<file path="config.mk">
export PLATFORM = sky130hd
export DESIGN_NAME = cang_query_engine
export DESIGN_NICKNAME = d
export VERILOG_FILES = /design/src/hw/rtl/cang_pkg.sv /design/src/hw/rtl/cang_query_engine.sv
export SDC_FILE = /design/constraint.sdc
export NUM_CORES = 1
export LEC_CHECK = 0
export ABC_AREA = 1
export BUFFER_PORTS_ARGS = -buffer_cell sky130_fd_sc_hd__buf_2
export CAP_MARGIN = 10
export CORE_MARGIN = 2
export CORE_UTILIZATION = 25
export DETAILED_ROUTE_END_ITERATION = 16
export PLACE_DENSITY = 0.52
export RECOVER_POWER = 100
export REMOVE_ABC_BUFFERS = 1
export SLEW_MARGIN = 20
export SYNTH_ARGS = -nofsm -noshare
export SYNTH_HDL_FRONTEND = slang
export SYNTH_SLANG_ARGS = --single-unit
export TNS_END_PERCENT = 5
</file>
<file path="constraint.sdc">
create_clock -name clk -period 7 [get_ports clk]
set_input_delay 0.7 -clock clk [delete_from_list [all_inputs] [get_ports clk]]
set_output_delay 0.7 -clock clk [all_outputs]
set_load 0.005 [all_outputs]
</file>
<file path="src/hw/rtl/cang_pkg.sv">
// Shared types, codes and constants of the axis neighbourhood gather block.
// No dependencies; every other file but cang_cell_mem refers to this package by scoped names.
package cang_pkg;

    localparam int GRID_DIM_DEFAULT   = 32;
    localparam int LABEL_BITS_DEFAULT = 16;
    // Upper bound on the radius along each axis.
    localparam int MAX_REACH          = 7;

    localparam int POS_BITS       = 5;
    localparam int LABEL_IN_BITS  = 16;
    localparam int OUT_LABEL_BITS = 16;
    localparam int MODE_BITS      = 2;
    localparam int REACH_BITS     = 3;
    localparam int SIZE_BITS      = 6;
    localparam int REG_IDX_BITS   = 3;
    localparam int CFG_DATA_BITS  = 8;
    // Signed coordinate width during boundary fix-up; holds -256 .. 255.
    localparam int SCW            = 9;
    localparam int OFF_BITS       = REACH_BITS + 1;

    localparam logic [MODE_BITS-1:0] MODE_BLOCKING = 2'd0;
    localparam logic [MODE_BITS-1:0] MODE_PERIODIC = 2'd1;
    localparam logic [MODE_BITS-1:0] MODE_REFLECT  = 2'd2;

    localparam logic KIND_WRITE = 1'b0;
    localparam logic KIND_QUERY = 1'b1;

    localparam logic [REG_IDX_BITS-1:0] REG_BOUNDARY_MODE = 3'd0;
    localparam logic [REG_IDX_BITS-1:0] REG_REACH         = 3'd1;
    localparam logic [REG_IDX_BITS-1:0] REG_SIZE_X        = 3'd2;
    localparam logic [REG_IDX_BITS-1:0] REG_SIZE_Y        = 3'd3;
    localparam logic [REG_IDX_BITS-1:0] REG_SIZE_Z        = 3'd4;

    localparam logic [MODE_BITS-1:0]  MODE_RESET  = MODE_BLOCKING;
    localparam logic [REACH_BITS-1:0] REACH_RESET = 3'd1;
    localparam logic [SIZE_BITS-1:0]  SIZE_RESET  = 6'd32;

    typedef enum logic [1:0] {
        ST_IDLE,
        ST_SCAN,
        ST_FLUSH
    } state_t;

    typedef struct packed {
        logic                     kind;
        logic [POS_BITS-1:0]      pos_x;
        logic [POS_BITS-1:0]      pos_y;
        logic [POS_BITS-1:0]      pos_z;
        logic [LABEL_IN_BITS-1:0] label_in;
    } item_t;

    typedef struct packed {
        logic [OUT_LABEL_BITS-1:0] neighbour_label;
        logic                      found;
        logic                      last;
    } result_t;

    typedef struct packed {
        logic [REG_IDX_BITS-1:0]  reg_index;
        logic [CFG_DATA_BITS-1:0] wdata;
    } cfg_wr_t;

    typedef struct packed {
        logic [MODE_BITS-1:0]  boundary_mode;
        logic [REACH_BITS-1:0] reach;
        logic [SIZE_BITS-1:0]  size_x;
        logic [SIZE_BITS-1:0]  size_y;
        logic [SIZE_BITS-1:0]  size_z;
    } qcfg_t;

    typedef struct packed {
        logic                start;
        logic [POS_BITS-1:0] pos_x;
        logic [POS_BITS-1:0] pos_y;
        logic [POS_BITS-1:0] pos_z;
    } qstart_t;

    typedef struct packed {
        logic    valid;
        result_t item;
    } push_t;

endpackage

</file>
<file path="src/hw/rtl/cang_query_engine.sv">
// Query sequencer: walks the three axis lines, applies the boundary mode,
// reads the label store and hands found labels on with the last one marked.
// Depends on cang_pkg.
module cang_query_engine #(
    parameter int GRID_DIM   = cang_pkg::GRID_DIM_DEFAULT,
    parameter int LABEL_BITS = cang_pkg::LABEL_BITS_DEFAULT
) (
    input  logic                           clk,
    input  logic                           rst_n,
    input  cang_pkg::qcfg_t                qcfg,
    input  cang_pkg::qstart_t              qstart,
    output logic                           busy,
    output logic                           rd_en,
    output logic [3*$clog2(GRID_DIM)-1:0]  rd_addr,
    input  logic [LABEL_BITS-1:0]          rd_data,
    input  logic                           push_ok,
    output cang_pkg::push_t                push
);

    localparam int AW  = $clog2(GRID_DIM);
    localparam int SCW = cang_pkg::SCW;
    localparam int OFW = cang_pkg::OFF_BITS;
    localparam logic signed [SCW-1:0] ONE = 1;

    function automatic logic signed [SCW-1:0] eff_size(input logic [cang_pkg::SIZE_BITS-1:0] s);
        logic signed [SCW-1:0] res;
        if (s == '0)
        begin
            res = ONE;
        end
        else if (int'(s) > GRID_DIM)
        begin
            res = SCW'(GRID_DIM);
        end
        else
        begin
            res = SCW'(s);
        end
        return res;
    endfunction

    cang_pkg::state_t state_reg, state_next;
    logic [cang_pkg::POS_BITS-1:0] cx_reg, cy_reg, cz_reg;
    logic [1:0]                    axis_reg, axis_next;
    logic signed [OFW-1:0]         off_reg, off_next;
    logic                          b_valid_reg, b_valid_next;
    logic                          pend_valid_reg, pend_valid_next;
    logic [cang_pkg::OUT_LABEL_BITS-1:0] pend_label_reg, pend_label_next;

    logic [cang_pkg::REACH_BITS-1:0] r;
    logic signed [OFW-1:0]           r_s;
    logic signed [SCW-1:0]           sz_x, sz_y, sz_z, size;
    logic signed [SCW-1:0]           qx, qy, qz;
    logic [cang_pkg::POS_BITS-1:0]   cen;
    logic signed [SCW-1:0]           c_raw, c_fix;
    logic                            pos_ok, centre_ok, hit, b_stall;
    logic [AW-1:0]                   ax, ay, az;

    assign r    = (int'(qcfg.reach) > cang_pkg::MAX_REACH) ?
                  cang_pkg::REACH_BITS'(cang_pkg::MAX_REACH) : qcfg.reach;
    assign r_s  = $signed({1'b0, r});
    assign sz_x = eff_size(qcfg.size_x);
    assign sz_y = eff_size(qcfg.size_y);
    assign sz_z = eff_size(qcfg.size_z);
    assign qx   = SCW'(qstart.pos_x);
    assign qy   = SCW'(qstart.pos_y);
    assign qz   = SCW'(qstart.pos_z);
    assign centre_ok = (qx < sz_x) && (qy < sz_y) && (qz < sz_z);

    always_comb
    begin
        case (axis_reg)
            2'd0:    begin cen = cx_reg; size = sz_x; end
            2'd1:    begin cen = cy_reg; size = sz_y; end
            default: begin cen = cz_reg; size = sz_z; end
        endcase
    end

    // Boundary fix-up of the coordinate on the current axis.
    always_comb
    begin
        c_raw = SCW'(cen) + SCW'(off_reg);
        c_fix = c_raw;
        if (qcfg.boundary_mode == cang_pkg::MODE_PERIODIC)
        begin
            if (c_raw < 0)
            begin
                c_fix = c_raw + size;
            end
            else if (c_raw >= size)
            begin
                c_fix = c_raw - size;
            end
        end
        else if (qcfg.boundary_mode == cang_pkg::MODE_REFLECT)
        begin
            if (c_raw < 0)
            begin
                c_fix = -c_raw - ONE;
            end
            else if (c_raw >= size)
            begin
                c_fix = (size <<< 1) - c_raw - ONE;
            end
        end
        pos_ok = (c_fix >= 0) && (c_fix < size);
    end

    always_comb
    begin
        ax = AW'(cx_reg);
        ay = AW'(cy_reg);
        az = AW'(cz_reg);
        case (axis_reg)
            2'd0:    ax = AW'(c_fix);
            2'd1:    ay = AW'(c_fix);
            default: az = AW'(c_fix);
        endcase
    end

    assign rd_addr = {ax, ay, az};
    assign busy    = (state_reg != cang_pkg::ST_IDLE);
    assign hit     = b_valid_reg && (rd_data != '0);
    // A hit must push the held label out; without room the read stage waits.
    assign b_stall = hit && pend_valid_reg && !push_ok;

    always_comb
    begin
        state_next      = state_reg;
        axis_next       = axis_reg;
        off_next        = off_reg;
        b_valid_next    = b_valid_reg;
        pend_valid_next = pend_valid_reg;
        pend_label_next = pend_label_reg;
        rd_en           = 1'b0;
        push            = '0;

        if (b_valid_reg && !b_stall)
        begin
            b_valid_next = 1'b0;
            if (hit)
            begin
                if (pend_valid_reg)
                begin
                    push.valid                = 1'b1;
                    push.item.neighbour_label = pend_label_reg;
                    push.item.found           = 1'b1;
                    push.item.last            = 1'b0;
                end
                pend_valid_next = 1'b1;
                pend_label_next = cang_pkg::OUT_LABEL_BITS'(rd_data);
            end
        end

        unique case (state_reg)
            cang_pkg::ST_IDLE:
            begin
                if (qstart.start)
                begin
                    axis_next  = 2'd0;
                    off_next   = -r_s;
                    state_next = centre_ok ? cang_pkg::ST_SCAN : cang_pkg::ST_FLUSH;
                end
            end
            cang_pkg::ST_SCAN:
            begin
                if (!b_stall)
                begin
                    rd_en        = pos_ok;
                    b_valid_next = pos_ok;
                    if (off_reg == r_s)
                    begin
                        off_next = -r_s;
                        if (axis_reg == 2'd2)
                        begin
                            state_next = cang_pkg::ST_FLUSH;
                        end
                        else
                        begin
                            axis_next = axis_reg + 2'd1;
                        end
                    end
                    else
                    begin
                        off_next = off_reg + OFW'(1);
                    end
                end
            end
            cang_pkg::ST_FLUSH:
            begin
                if (!b_valid_reg && push_ok)
                begin
                    push.valid                = 1'b1;
                    push.item.neighbour_label = pend_valid_reg ? pend_label_reg : '0;
                    push.item.found           = pend_valid_reg;
                    push.item.last            = 1'b1;
                    pend_valid_next           = 1'b0;
                    state_next                = cang_pkg::ST_IDLE;
                end
            end
            default:
            begin
                state_next = cang_pkg::ST_IDLE;
            end
        endcase
    end

    always_ff @(posedge clk or negedge rst_n)
    begin
        if (!rst_n)
        begin
            state_reg      <= cang_pkg::ST_IDLE;
            axis_reg       <= 2'd0;
            off_reg        <= '0;
            b_valid_reg    <= 1'b0;
            pend_valid_reg <= 1'b0;
        end
        else
        begin
            state_reg      <= state_next;
            axis_reg       <= axis_next;
            off_reg        <= off_next;
            b_valid_reg    <= b_valid_next;
            pend_valid_reg <= pend_valid_next;
        end
    end

    always_ff @(posedge clk)
    begin
        pend_label_reg <= pend_label_next;
        if (qstart.start && (state_reg == cang_pkg::ST_IDLE))
        begin
            cx_reg <= qstart.pos_x;
            cy_reg <= qstart.pos_y;
            cz_reg <= qstart.pos_z;
        end
    end

endmodule

</file>
==> run metrics <==
status=completed; Site Rows=47; CP Launch Type=register; hold-fix buffers at CTS=0; Reg2Reg Depth=34; Tightest Hold Check Type=in -> async; CP Class=reg -> out; design area=5100 um^2; multi-input logic area=2620 um^2; #FFs+latches synth=41; share of layout cells above drive strength 1=11.5%; Worst-Margin Slew=1.02 ns; CP max stage delay=0.41 ns; commonest non-fill, non-tap cell in the layout=nand2_1; largest net degree at the start of global routing=19; critical path capture point=rd_en; arrival time worst endpoint=5.77 ns; Die Width=134 um; Placement Cell Area=4980 um^2; number of maximum-capacitance violations=0; worst reg2reg path startpoint=axis_reg[0]$_DFFE_PN0P_; first-pass GRT wire length=20000 um; max reg flops=16; Core ar.=16500 um^2; initial DRC count=259; # clock sinks=41; post-route insts no fill=910; RSZ-0062 raised after global routing=no; CP bufs+invs=7; register-to-register setup slack=1.51 ns; CTS clock-pin slew for the worst setup and hold paths=0.06 ns; Max-slew headroom=32.2%; antenna viol nets, final=0; hpwl dp=10500 um; Critical Path RT=6.30 ns; H-tree Lvls=2; crit path max-delay cell type=ha_1; Final Hold Viols=0; final wirelength=12500 um; FILL cells=1822; post-synthesis instance area=4210 um^2; Main synth FF type=edfxtp_1; crit path capture type=primary output; drt first pass iters=6; Top Family by Delay on Critical Path=adder cells; final total negative setup slack=0 ns; GRT Resource Usage Total=14.1%; die area=17900 um^2; clock skew=0.00861 ns; worst-path fanout max=15; PortBufs=93; CTS Buf Count=5; Mapped Cells=586; Netlist cell types=48; synth-to-layout area growth=21.1%; max-slew violations=0; Yosys Warn Count=0; WP depth=35; min Tclk post-route=6.47 ns; die height=134 um; Max Freq=155 MHz; starting density of the core=25.5%; NumNets Final=797; final worst slack=0.533 ns; vias in the first global route=3908; vias=4113; grt ovf=0; Syn Area/Cell=7.18 um^2; dpl cells=900; Worst-Skew Late Latency=0.29 ns; vias per inst=4.52; CTS root buffer=clkbuf_16; Setup Viol. Count Final=0; Crit. Startpoint=axis_reg[0]$_DFFE_PN0P_; sequential area share after synthesis=28.1%; CTS tree=built; I/O Pins=94; EDFF count, synth=31; commonest cells after routing, fill and taps aside=nand2_1, inv_1, nor2_1; DRC viols=0; Sequential Area=1180 um^2; initial antenna violation count=2; share of flip-flops with an asynchronous set or reset=24.4%; dpl ws=0.575 ns; period utilization=92.4%; wire per inst=13.7 um; Max Root-Sink Buffers=2; gp weighted congestion=0.890; CP most frequent cell=nand2_1
synth_stat cells (all sizes together), types with 6 or more instances:
cell    number  area (um^2)
a21oi       40          211
a31oi        6         37.5
and2         6         37.5
dfrtp       10          250
edfxtp      31          931
ha          48          601
inv         95          359
nand2      137          532
nand3       44          233
nor2        58          225
o211ai       6         45.0
o21ai       37          189
xnor2        6         52.6
xor2        12          131
metrics by stage:
stage                     hold slack (ns)  utilization [%]
after floorplan                     0.404                -
after global placement              0.564             30.1
after detailed placement            0.557             30.1
after CTS                           0.267             31.1
after global routing                0.412             30.8
final                               0.379             30.8
cell families after synthesis:
logic type | after synthesis | share of synthesized area (%)
buffers and inverters | 106 | 9.72
XOR/XNOR | 18 | 4.37
AND/OR/NAND/NOR | 262 | 26.9
adder cells (fa/ha/maj) | 52 | 16.2
flip-flops | 41 | 28.1
AO/OA/AOI/OAI | 107 | 14.8
how the worst min path moves through the flow:
stage	from	endpoint	slack [ns]	depth (start not counted)
6_report	rst_n	off_reg[2]$_DFFE_PN0P_	0.38	1
5_1_grt	rst_n	pend_valid_reg$_DFF_PN0_	0.41	1
4_1_cts	rst_n	asynchronous set/reset pin	0.27	1
3_5_place_dp	pend_valid_reg$_DFF_PN0_	pend_valid_reg$_DFF_PN0_	0.56	2
3_3_place_gp	pend_valid_reg$_DFF_PN0_	pend_valid_reg$_DFF_PN0_	0.56	2
2_1_floorplan	rst_n	asynchronous set/reset pin	0.40	0
layout make-up:
class | instances | share of cell area (%)
Tap cell | 220 | 5.40
Inverter | 98 | 7.34
Antenna cell | 2 | 0.0982
Multi-Input combinational cell | 439 | 51.5
Sequential cell | 41 | 23.2
Clock buffer | 6 | 2.53
Timing Repair Buffer | 102 | 9.21
Clock inverter | 2 | 0.761
layer usage:
layer  vias up  routed length [um]  GRT usage [%]
met2        84                6010           23.9
met4         0                 148           4.14
met5         -                   0              0
li1       2143                   -              -
met3         9                 424           1.37
met1      1877                5920           19.1
repair_timing:
action,4_1_cts,5_1_grt
setup buffers,0,0
setup endpoints to repair,0,1
resized for setup,0,3
Power is left out: the tool's default activity adds up to more than one toggle a clock period on the data nets, which glitch-free logic cannot reach.
